==> src/rtl/core/dtas_pkg.sv <==
// Shared constants and helpers for the date and time adder.
// No dependencies; used by datetime_add_seconds.
`timescale 1ns / 1ps
`default_nettype none

package dtas_pkg;

	localparam int unsigned MAX_YEAR_DEF = 9999;

	// Reciprocals for division by constants: q = (x * M) >> S.
	localparam int unsigned DIV100_S = 19;
	localparam logic [12:0] DIV100_M = 13'd5243;

	localparam int unsigned DIV675_S = 35;
	localparam longint unsigned DIV675_L = ((64'd1 << 35) + 64'd674) / 64'd675;
	localparam logic [25:0] DIV675_M = 26'(DIV675_L);

	localparam int unsigned DIV400Y_S = 41;
	localparam longint unsigned DIV400Y_L = ((64'd1 << 41) + 64'd146096) / 64'd146097;
	localparam logic [23:0] DIV400Y_M = 24'(DIV400Y_L);

	localparam int unsigned DIV60A_S = 23;
	localparam longint unsigned DIV60A_L = ((64'd1 << 23) + 64'd59) / 64'd60;
	localparam logic [17:0] DIV60A_M = 18'(DIV60A_L);

	localparam int unsigned DIV60B_S = 17;
	localparam longint unsigned DIV60B_L = ((64'd1 << 17) + 64'd59) / 64'd60;
	localparam logic [11:0] DIV60B_M = 12'(DIV60B_L);

	localparam int unsigned DIV4Y_S = 26;
	localparam longint unsigned DIV4Y_L = ((64'd1 << 26) + 64'd1460) / 64'd1461;
	localparam logic [15:0] DIV4Y_M = 16'(DIV4Y_L);

	localparam logic [16:0] SECS_PER_DAY = 17'd86400;

	// Days before the first of the given month in a common year.
	function automatic logic [8:0] month_start(input logic [3:0] mon);
		logic [8:0] v;
		v = 9'd0;
		case (mon)
			4'd2: v = 9'd31;
			4'd3: v = 9'd59;
			4'd4: v = 9'd90;
			4'd5: v = 9'd120;
			4'd6: v = 9'd151;
			4'd7: v = 9'd181;
			4'd8: v = 9'd212;
			4'd9: v = 9'd243;
			4'd10: v = 9'd273;
			4'd11: v = 9'd304;
			4'd12: v = 9'd334;
			default: v = 9'd0;
		endcase
		return v;
	endfunction

endpackage

`default_nettype wire

==> src/rtl/core/datetime_add_seconds.sv <==
// Adds an unsigned count of seconds to a proleptic Gregorian date and time.
// Depends on dtas_pkg for reciprocal constants and the month table.
//
// The block takes one transaction on the input channel (in_valid, in_stall)
// and delivers one result transaction on the output channel (out_valid,
// out_stall). A transaction moves when valid is high and stall is low.
// A new input can be taken in every cycle unless in_stall is high, so the
// sustained rate is one transaction per cycle while the output does not stall.
// The work runs through nine pipeline stages and an output register:
// day count, seconds-of-day and offset split, day carry, then successive
// 400, 100, 4 and 1 year cycle splits and the month search.
// Reset clears every stage valid bit and the output valid; no payload is
// kept. While a result waits under out_stall, the whole pipeline holds and
// in_stall is raised, so nothing is lost or repeated. Results past the
// maximum year are clamped to its last second with year_overflow set.
`timescale 1ns / 1ps
`default_nettype none

module datetime_add_seconds #(
	parameter int unsigned MAX_YEAR = dtas_pkg::MAX_YEAR_DEF
) (
	input  wire logic        clk,
	input  wire logic        arst_n,
	input  wire logic        in_valid,
	output logic             in_stall,
	input  wire logic [13:0] start_year,
	input  wire logic [3:0]  start_month,
	input  wire logic [4:0]  start_day,
	input  wire logic [4:0]  start_hour,
	input  wire logic [5:0]  start_minute,
	input  wire logic [5:0]  start_second,
	input  wire logic [31:0] offset_seconds,
	output logic             out_valid,
	input  wire logic        out_stall,
	output logic [13:0]      end_year,
	output logic [3:0]       end_month,
	output logic [4:0]       end_day,
	output logic [4:0]       end_hour,
	output logic [5:0]       end_minute,
	output logic [5:0]       end_second,
	output logic             year_overflow
);

	logic en;
	logic v_s1, v_s2, v_s3, v_s4, v_s5, v_s6, v_s7, v_s8, v_s9;
	logic out_valid_q;

	assign en = !(out_valid_q && out_stall);
	assign in_stall = out_valid_q && out_stall;
	assign out_valid = out_valid_q;

	always_ff @(posedge clk or negedge arst_n) begin
		if (!arst_n) begin
			v_s1 <= 1'b0; v_s2 <= 1'b0; v_s3 <= 1'b0; v_s4 <= 1'b0; v_s5 <= 1'b0;
			v_s6 <= 1'b0; v_s7 <= 1'b0; v_s8 <= 1'b0; v_s9 <= 1'b0;
			out_valid_q <= 1'b0;
		end else if (en) begin
			v_s1 <= in_valid;
			v_s2 <= v_s1; v_s3 <= v_s2; v_s4 <= v_s3; v_s5 <= v_s4;
			v_s6 <= v_s5; v_s7 <= v_s6; v_s8 <= v_s7; v_s9 <= v_s8;
			out_valid_q <= v_s9;
		end
	end

	// Stage 1: year quotients, offset in whole days.
	logic [13:0] k_c;
	logic [26:0] k100_prod_c, yq_prod_c;
	logic [50:0] offq_prod_c;
	logic [13:0] k_s1, y_s1;
	logic [7:0]  k100_s1, yq_s1;
	logic [22:0] k365_s1;
	logic [3:0]  mo_s1;
	logic [4:0]  d_s1, hr_s1;
	logic [5:0]  mi_s1, se_s1;
	logic [31:0] off_s1;
	logic [15:0] offq_s1;

	always_comb begin
		k_c = (start_year == 14'd0) ? 14'd0 : start_year - 14'd1;
		k100_prod_c = 27'(k_c) * 27'(dtas_pkg::DIV100_M);
		yq_prod_c = 27'(start_year) * 27'(dtas_pkg::DIV100_M);
		offq_prod_c = 51'(offset_seconds[31:7]) * 51'(dtas_pkg::DIV675_M);
	end

	always_ff @(posedge clk) begin
		if (en) begin
			k_s1 <= k_c;
			y_s1 <= start_year;
			k100_s1 <= k100_prod_c[26:19];
			yq_s1 <= yq_prod_c[26:19];
			k365_s1 <= 23'(k_c) * 23'd365;
			mo_s1 <= start_month;
			d_s1 <= start_day;
			hr_s1 <= start_hour;
			mi_s1 <= start_minute;
			se_s1 <= start_second;
			off_s1 <= offset_seconds;
			offq_s1 <= offq_prod_c[50:35];
		end
	end

	// Stage 2: signed day count, seconds of day, offset remainder.
	logic [22:0] dby_c;
	logic        leap_in_c;
	logic        madj_c;
	logic signed [24:0] days_c;
	logic [31:0] offr_c;
	logic signed [24:0] days_s2;
	logic [16:0] sod_s2, offr_s2;
	logic [15:0] offq_s2;

	always_comb begin
		dby_c = k365_s1 + 23'(k_s1 >> 2) - 23'(k100_s1) + 23'(k100_s1 >> 2);
		leap_in_c = (y_s1[1:0] == 2'd0) &&
			((15'(y_s1) != 15'(yq_s1) * 15'd100) || (yq_s1[1:0] == 2'd0));
		madj_c = leap_in_c && (mo_s1 >= 4'd3) && (mo_s1 <= 4'd12);
		days_c = $signed({2'b00, dby_c}) + $signed(25'(dtas_pkg::month_start(mo_s1)))
			+ $signed(25'(madj_c)) + $signed(25'(d_s1)) - 25'sd1;
		offr_c = off_s1 - 32'(offq_s1) * 32'(dtas_pkg::SECS_PER_DAY);
	end

	always_ff @(posedge clk) begin
		if (en) begin
			days_s2 <= days_c;
			sod_s2 <= 17'(hr_s1) * 17'd3600 + 17'(mi_s1) * 17'd60 + 17'(se_s1);
			offr_s2 <= offr_c[16:0];
			offq_s2 <= offq_s1;
		end
	end

	// Stage 3: carry whole days out of the seconds, clamp a negative total.
	logic [17:0] s_c, sr_c;
	logic [1:0]  c_c;
	logic signed [24:0] dsum_c;
	logic [22:0] dd_s3;
	logic [16:0] tod_s3;

	always_comb begin
		s_c = 18'(sod_s2) + 18'(offr_s2);
		if (s_c >= 18'd172800) begin
			c_c = 2'd2;
			sr_c = s_c - 18'd172800;
		end else if (s_c >= 18'(dtas_pkg::SECS_PER_DAY)) begin
			c_c = 2'd1;
			sr_c = s_c - 18'(dtas_pkg::SECS_PER_DAY);
		end else begin
			c_c = 2'd0;
			sr_c = s_c;
		end
		dsum_c = days_s2 + $signed(25'(offq_s2)) + $signed(25'(c_c));
	end

	always_ff @(posedge clk) begin
		if (en) begin
			if (dsum_c < 0) begin
				dd_s3 <= 23'd0;
				tod_s3 <= 17'd0;
			end else begin
				dd_s3 <= dsum_c[22:0];
				tod_s3 <= sr_c[16:0];
			end
		end
	end

	// Stage 4: 400-year cycles, minutes of day.
	logic [46:0] n400_prod_c;
	logic [40:0] m60_prod_c;
	logic [22:0] dd_s4;
	logic [5:0]  n400_s4;
	logic [16:0] tod_s4;
	logic [10:0] m60_s4;

	always_comb begin
		n400_prod_c = 47'(dd_s3) * 47'(dtas_pkg::DIV400Y_M);
		m60_prod_c = 41'(tod_s3) * 41'(dtas_pkg::DIV60A_M);
	end

	always_ff @(posedge clk) begin
		if (en) begin
			dd_s4 <= dd_s3;
			n400_s4 <= n400_prod_c[46:41];
			tod_s4 <= tod_s3;
			m60_s4 <= m60_prod_c[33:23];
		end
	end

	// Stage 5: remainder in the 400-year cycle, hour and second.
	logic [22:0] hr_prod_c;
	logic [17:0] r1_s5;
	logic [5:0]  n400_s5;
	logic [10:0] m60_s5;
	logic [4:0]  hour_s5;
	logic [5:0]  sec_s5;

	always_comb begin
		hr_prod_c = 23'(m60_s4) * 23'(dtas_pkg::DIV60B_M);
	end

	always_ff @(posedge clk) begin
		if (en) begin
			r1_s5 <= 18'(dd_s4 - 23'(n400_s4) * 23'd146097);
			n400_s5 <= n400_s4;
			m60_s5 <= m60_s4;
			hour_s5 <= hr_prod_c[21:17];
			sec_s5 <= 6'(tod_s4 - 17'(m60_s4) * 17'd60);
		end
	end

	// Stage 6: 100-year cycles, minute.
	logic [1:0]  n100_c;
	logic [17:0] r2_c;
	logic [15:0] r2_s6;
	logic [1:0]  n100_s6;
	logic [5:0]  n400_s6;
	logic [4:0]  hour_s6;
	logic [5:0]  min_s6, sec_s6;

	always_comb begin
		if (r1_s5 >= 18'd109572) begin
			n100_c = 2'd3;
			r2_c = r1_s5 - 18'd109572;
		end else if (r1_s5 >= 18'd73048) begin
			n100_c = 2'd2;
			r2_c = r1_s5 - 18'd73048;
		end else if (r1_s5 >= 18'd36524) begin
			n100_c = 2'd1;
			r2_c = r1_s5 - 18'd36524;
		end else begin
			n100_c = 2'd0;
			r2_c = r1_s5;
		end
	end

	always_ff @(posedge clk) begin
		if (en) begin
			r2_s6 <= r2_c[15:0];
			n100_s6 <= n100_c;
			n400_s6 <= n400_s5;
			hour_s6 <= hour_s5;
			min_s6 <= 6'(m60_s5 - 11'(hour_s5) * 11'd60);
			sec_s6 <= sec_s5;
		end
	end

	// Stage 7: 4-year cycles.
	logic [31:0] n4_prod_c;
	logic [15:0] r2_s7;
	logic [4:0]  n4_s7;
	logic [1:0]  n100_s7;
	logic [5:0]  n400_s7;
	logic [4:0]  hour_s7;
	logic [5:0]  min_s7, sec_s7;

	always_comb begin
		n4_prod_c = 32'(r2_s6) * 32'(dtas_pkg::DIV4Y_M);
	end

	always_ff @(posedge clk) begin
		if (en) begin
			r2_s7 <= r2_s6;
			n4_s7 <= n4_prod_c[30:26];
			n100_s7 <= n100_s6;
			n400_s7 <= n400_s6;
			hour_s7 <= hour_s6;
			min_s7 <= min_s6;
			sec_s7 <= sec_s6;
		end
	end

	// Stage 8: single years, day of year.
	logic [10:0] r3_c;
	logic [1:0]  n1_c;
	logic [10:0] r4_c;
	logic [8:0]  r4_s8;
	logic [1:0]  n1_s8, n100_s8;
	logic [4:0]  n4_s8;
	logic [5:0]  n400_s8;
	logic [4:0]  hour_s8;
	logic [5:0]  min_s8, sec_s8;

	always_comb begin
		r3_c = 11'(r2_s7 - 16'(n4_s7) * 16'd1461);
		if (r3_c >= 11'd1095) begin
			n1_c = 2'd3;
			r4_c = r3_c - 11'd1095;
		end else if (r3_c >= 11'd730) begin
			n1_c = 2'd2;
			r4_c = r3_c - 11'd730;
		end else if (r3_c >= 11'd365) begin
			n1_c = 2'd1;
			r4_c = r3_c - 11'd365;
		end else begin
			n1_c = 2'd0;
			r4_c = r3_c;
		end
	end

	always_ff @(posedge clk) begin
		if (en) begin
			r4_s8 <= r4_c[8:0];
			n1_s8 <= n1_c;
			n4_s8 <= n4_s7;
			n100_s8 <= n100_s7;
			n400_s8 <= n400_s7;
			hour_s8 <= hour_s7;
			min_s8 <= min_s7;
			sec_s8 <= sec_s7;
		end
	end

	// Stage 9: year, leap flag, month search.
	logic        leap_c;
	logic [3:0]  mon_c;
	logic [8:0]  base_c, st_c;
	logic [16:0] year_s9;
	logic [3:0]  mon_s9;
	logic [4:0]  day_s9;
	logic [4:0]  hour_s9;
	logic [5:0]  min_s9, sec_s9;

	always_comb begin
		leap_c = (n1_s8 == 2'd3) && ((n4_s8 != 5'd24) || (n100_s8 == 2'd3));
		mon_c = 4'd1;
		base_c = 9'd0;
		st_c = 9'd0;
		for (int i = 2; i <= 12; i++) begin
			st_c = dtas_pkg::month_start(4'(i)) + 9'((leap_c && i >= 3) ? 1 : 0);
			if (r4_s8 >= st_c) begin
				mon_c = 4'(i);
				base_c = st_c;
			end
		end
	end

	always_ff @(posedge clk) begin
		if (en) begin
			year_s9 <= 17'(n400_s8) * 17'd400 + 17'(n100_s8) * 17'd100
				+ 17'(n4_s8) * 17'd4 + 17'(n1_s8) + 17'd1;
			mon_s9 <= mon_c;
			day_s9 <= 5'(r4_s8 - base_c + 9'd1);
			hour_s9 <= hour_s8;
			min_s9 <= min_s8;
			sec_s9 <= sec_s8;
		end
	end

	// Output register with the year clamp.
	logic ovf_c;

	always_comb begin
		ovf_c = year_s9 > 17'(MAX_YEAR);
	end

	always_ff @(posedge clk) begin
		if (en) begin
			if (ovf_c) begin
				end_year <= 14'(MAX_YEAR);
				end_month <= 4'd12;
				end_day <= 5'd31;
				end_hour <= 5'd23;
				end_minute <= 6'd59;
				end_second <= 6'd59;
			end else begin
				end_year <= year_s9[13:0];
				end_month <= mon_s9;
				end_day <= day_s9;
				end_hour <= hour_s9;
				end_minute <= min_s9;
				end_second <= sec_s9;
			end
			year_overflow <= ovf_c;
		end
	end

	// The input side is held only while a result waits at the output.
	a_stall_cause: assert property (@(posedge clk) disable iff (!arst_n)
		in_stall |-> out_valid_q)
		else $error("in_stall raised without a waiting result");

	// A clamped result always carries the last second of the year.
	a_clamp: assert property (@(posedge clk) disable iff (!arst_n)
		(out_valid && year_overflow) |-> (end_month == 4'd12 && end_day == 5'd31
		&& end_hour == 5'd23 && end_minute == 6'd59 && end_second == 6'd59))
		else $error("clamped result is not the last second of the year");

	// Time of day and month stay in range for every delivered result.
	a_ranges: assert property (@(posedge clk) disable iff (!arst_n)
		out_valid |-> (end_hour < 5'd24 && end_minute < 6'd60 && end_second < 6'd60
		&& end_month >= 4'd1 && end_month <= 4'd12 && end_day >= 5'd1))
		else $error("result field out of range");

	// A stage holds its valid bit while the output is stalled.
	a_hold: assert property (@(posedge clk) disable iff (!arst_n)
		(out_valid_q && out_stall) |=> ($stable(v_s9) && out_valid_q))
		else $error("pipeline advanced under stall");

endmodule

`default_nettype wire

==> config.mk <==
export PLATFORM = sky130hd
export DESIGN_NAME = datetime_add_seconds
export DESIGN_NICKNAME = d
export VERILOG_FILES = /design/src/rtl/core/dtas_pkg.sv /design/src/rtl/core/datetime_add_seconds.sv
export SDC_FILE = /design/constraint.sdc
export NUM_CORES = 2
export LEC_CHECK = 0
export BUFFER_PORTS_ARGS = -buffer_cell sky130_fd_sc_hd__buf_2
export CAP_MARGIN = 20
export CORE_ASPECT_RATIO = 2
export CORE_MARGIN = 1
export CORE_UTILIZATION = 61
export DETAILED_ROUTE_END_ITERATION = 8
export PLACE_DENSITY_LB_ADDON = 0.1
export SYNTH_ARGS = -nofsm -noshare
export SYNTH_HDL_FRONTEND = slang
export SYNTH_SLANG_ARGS = --single-unit
export TNS_END_PERCENT = 5
==> constraint.sdc <==
create_clock -name clk -period 29.7 [get_ports clk]
set_input_delay 5.94 -clock clk [delete_from_list [all_inputs] [get_ports clk]]
set_output_delay 5.94 -clock clk [all_outputs]
set_load 0.005 [all_outputs]
Word level (Yosys, flattened, before mapping):

Memories as Yosys holds them, arrays and structs flattened. A register that Yosys moved wholly into a read port is not among the register bits.
Index checks and enable logic that the tools add are counted.

* eq/ne operators: 4
* $lt $le $gt $ge: 23
* $mul: 18
* add/sub/neg operators: 42
* mux-type cells: 38
* reductions and logical operators: 13

Operators with widths (count)
* $ge A9 B9 Y1: 7
* $mux W5: 11
* $ge A18 B17 Y1 const B: 3
* $mul A14 B13 Y27 const B: 2
* $mul A25 B26 Y51 const B: 1
* $mux W16: 3
* $mul A23 B24 Y47 const B: 1
* $add A8 B1 Y9 const A: 4
* $mul A17 B18 Y34 const B: 1
* $mux W17: 2
* $sub A16 B16 Y16 const B: 2
* $mul A16 B15 Y30 const B: 1
* $add A9 B1 Y9 const A: 3
* $mux W9: 3
* $add A24 B1 Y25: 1
* $add A25 B17 Y25: 1
* $add A25 B3 Y25: 1
* $add A25 B6 Y25: 1
* $lt A25 B1 Y1 const B: 1
* $sub A25 B2 Y25 const B: 1
* $add A23 B9 Y24: 1
* $mux W4: 6
* $add A23 B12 Y23: 1
* $add A23 B6 Y23: 1
* other kinds (59): 79

* input bits: 76
* output and inout port bits: 43
* register bits after elaboration: 540
* memories: 1
* bits in read-only memories: 144
* logic and storage cells: 213

Memory list
* (no name shown): depth 16, bits a word 9, rd ports 1, clocked after Yosys merged registers in 1, write ports 0, line dtas_pkg.sv:40 `case (mon)`

Longest topological paths before layout:

* depth after elaboration: 18
* depth in mapped cells: 34
* depth with buffers taken out: 33

Worst setup path before layout:

Ideal clock, no wire load.

* path type: input to output
* start: input port out_stall
* end: output port in_stall
* stages: 3
* slack: 2.494 ns
* arrival: 21.266 ns
* path buffers: 1
* data required time: 23.760 ns
* cell sequence: nand2_1 -> clkbuf_1 -> inv_1

* longest elaborated chain between the ends: 1

RTL lines
* start: declaration: line datetime_add_seconds.sv:34 `input wire logic out_stall,`
* $logic_and A1 B1 Y1: line datetime_add_seconds.sv:49 `assign in_stall = out_valid_q && out_stall;`
* end: declaration: line datetime_add_seconds.sv:25 `output logic in_stall,`

Every way passes these cells.

Final worst setup path:

* start: input port start_year[2]
* end: register k100_s1[7], data pin

* longest elaborated chain between the ends: 3
* elaborated cells between the ends (all ways): 4
* those cells by class: add/sub: 1; mul: 1; mux: 1; reduce/logical: 1

RTL lines
* start: declaration: line datetime_add_seconds.sv:26 `input wire logic [13:0] start_year,`
* $sub A14 B1 Y14 / $logic_not A14 Y1 (equally long branches): line datetime_add_seconds.sv:79 `k_c = (start_year == 14'd0) ? 14'd0 : start_year - 14'd1;`
* $mux W14 (*): line datetime_add_seconds.sv:79
* via k_c[9]: line datetime_add_seconds.sv:66 `logic [13:0] k_c;`
* $mul A14 B13 Y27 (*): line datetime_add_seconds.sv:80 `k100_prod_c = 27'(k_c) * 27'(dtas_pkg::DIV100_M);`
* via k100_prod_c[26]: line datetime_add_seconds.sv:67 `logic [26:0] k100_prod_c, yq_prod_c;`
* end signal: assignment: line datetime_add_seconds.sv:89 `k100_s1 <= k100_prod_c[26:19];`
* end: declaration: line datetime_add_seconds.sv:70 `logic [7:0] k100_s1, yq_s1;`

Mark *: on every way through the listed nets, which the timed path passes. The rest lies on a longest branch.
A chain may end at the register's enable or synchronous reset.

==> results.ini <==
[floorplanning]
core_area_um2 = 108900
die_w_um = 236.7
fp.dieArea_um2 = 111600
initial_core_util_pct = 61.72
num_rows = 171
io_pins = 119
die_h_um = 471.4

[synthesis]
syn_avg_cell_area_um2 = 11.10
ys_ff_latch = 546
synthMuxAreaShare_pct = 0.4077
synth_area_um2 = 67220
synth_top_family_by_area = adder cells
synth_edf_count = 527
synthFlopType = edfxtp_1
synthArstFlopShare_pct = 1.832
synth_compound_area_share_pct = 7.267
synth_xor_xnor_area_share_pct = 4.272
synthesis.nets = 8378
synth-simple-area-share_pct = 4.959
synth_cell_types = 82
yosys_warnings = 0
synthAdderAreaFrac_pct = 50.62
yosysSeqAreaShare_pct = 24.18
syn_inst = 6058

[min_path]
min-delay-start = n400_s6[3]
hold_depth = 0
min_path_type = register to register

[critical_path]
crit_top_cell = inv_1
startpoint = start_year[2]
worst_path_dominant_cell_family = adder cells
r2r_cells = 31
end_kind = register
critPathArrivalTime_ns = 13.05
crit_slowest_cell = fa_1
path_buf_inv = 7
path_depth = 29
slowest_delay_ns = 0.56
rr_startpoint = offr_s2[0]
start_kind = primary input
cp.required_ns = 30.12
critPathKind = primary input to register
critPathMaxFanout = 7

[clock_network]
h-tree-depth = 2
post_cts_resized = 0
cts_tree = yes
clock_path_buffers = 3
cts.clk_slew.worst_paths_ns = 0.07
postCtsHoldBufs = 0
cts_sinks = 546
post_cts_buffers = 0
clock_tree.root_cell = clkbuf_16
cts_buffers = 54
clk_latency_ns = 0.68

[timing]
timing.setup.tns_ns = 0
rsz0062_at_grt = false
setup_violations = 0
slew_viol_final = 0
worstMarginPinSlew_ns = 0.9771
fin_crit_sh_pct = 42.53
hold_viol = 0
finClkSkew_ns = 0.05423
layout_min_cycle_time_ns = 12.63
relSlewSlack_pct = 34.86
max_freq_mhz = 79.17

[grt]
grt_usage_pct = 30.54
grt-busiest-layer = met2
grt_pass1_vias = 48596
met3_usage_pct = 2.575
grt_pass1_wl_mm = 256.2
met2_usage_pct = 62.37
overflow = 0
grt_max_degree = 140
grt_use_met1_pct = 25.29
antenna_found_initial = 9

[detailed_routing]
route.detailed.drc = 0
wirelength_mm = 162.3
firstDrtPassIters = 5
drtIter0Drc = 1400
vias = 43150
drtAntennaViolNets = 0
wl_per_cell_um = 21.22
via_per_inst = 5.639

[status]
status = finished clean

[run]
cap_violations = 0

[placed_design]
place.gp.congestion = 0.9760
port_buffers = 118
place_hpwl_mm = 140.9

[final_layout]
syn_to_final_growth_pct = 6.376
drive_gt1_share_pct = 4.503
final_cell_mix = ha_1 (1452), inv_1 (1446), fa_1 (792), edfxtp_1 (527), xnor2_1 (240)
layout.nets = 8540
layout_commonest_cell = ha_1

-- cell families (layout without fill, tap and decap cells) --
| logic type | Yosys count | in the layout |
|---|---|---|
| AO/OA/AOI/OAI | 752 | 752 |
| XOR/XNOR | 327 | 327 |
| adder cells (fa/ha/maj) | 2244 | 2244 |
| buffers and inverters | 1481 | 1686 |
| flip-flops | 546 | 546 |
| multiplexers | 25 | 25 |
| other | 0 | 5 |
| AND/OR/NAND/NOR | 683 | 683 |
-- final cells by class --
| type | instances | area (µm²) |
|---|---|---|
| sequential | 546 | 16260 |
| clock inverter | 42 | 521.8 |
| inverter | 1448 | 5435 |
| clock buffer | 57 | 1363 |
| tap | 1384 | 1732 |
| antenna | 5 | 12.51 |
| timing repair buffer | 139 | 760.7 |
| fill | 8671 | 37400 |
| multi-input combinational | 4031 | 45420 |
-- cells in the mapped netlist (all sizes together), types with 9 or more instances --
cell / count / area share, %
ha: 1452 / 27
inv: 1448 / 8.1
fa: 792 / 24
edfxtp: 527 / 24
xnor2: 241 / 3.1
a21oi: 215 / 1.6
nor2: 204 / 1.1
o21ai: 147 / 1.1
nand2: 132 / 0.74
a21o: 105 / 1.2
xor2: 86 / 1.1
nand2b: 63 / 0.59
nand3: 63 / 0.47
o21a: 48 / 0.54
nor3: 47 / 0.35
o21bai: 42 / 0.47
nor2b: 40 / 0.37
a31oi: 31 / 0.29
nand4: 31 / 0.29
clkbuf: 26 / 0.15
and3: 22 / 0.20
a211oi: 21 / 0.25
or2: 21 / 0.20
o211ai: 20 / 0.22
and2: 19 / 0.18
o31ai: 18 / 0.20
mux2: 16 / 0.27
a21boi: 14 / 0.16
or3: 13 / 0.12
dfrtp: 10 / 0.37
dfxtp: 9 / 0.27
mux2i: 9 / 0.13
-- final timing paths --
kind | end | slack (ns)
min in group asynchronous | out_valid | 5.12
min | n400_s7[3] | 0.41
max in group asynchronous | v_s3 | 24.39
min reg2reg | n400_s7[3] | 0.41
max | k100_s1[7] | 17.07
max reg2reg | tod_s3[11] | 20.85
-- state kept, by name, indices dropped and copies added (netlist names), 9 cells and up, named ones only --
signal    flops
y_s1         14
year_s9      16
offq_s2      16
r2_s6        16
offq_s1      16
k365_s1      21
k_s1         14
offr_s2      17
r1_s5        18
m60_s4       11
off_s1       17
days_s2      25
r2_s7        11
end_year     14
sod_s2       17
dd_s4        18
dd_s3        23
r4_s8         9
tod_s3       17
-- routing by layer --
layer,wire length (µm),share of wire [%]
met5,23,0.014
met4,16880,10
met3,3719,2.3
met2,93830,58
met1,47890,29
-- stage by stage --
step | util [%] | hold slack [ns] | std cells | setup slack, ns | instance area, µm²
floorplan | - | 0.4003 | 6058 | 2.494 | 67220
global placement | 63.91 | 0.4006 | 7547 | 16.40 | 69600
detailed placement | 63.91 | 0.4045 | 7547 | 16.42 | 69600
CTS | 65.64 | 0.3897 | 7646 | 17.13 | 71480
global route | 65.65 | 0.4126 | 7651 | 16.53 | 71500
finish | 65.66 | 0.4094 | 7652 | 17.07 | 71500
Power is not shown: default switching activity piles up to over one toggle a cycle in this logic, so the estimate is an artifact.
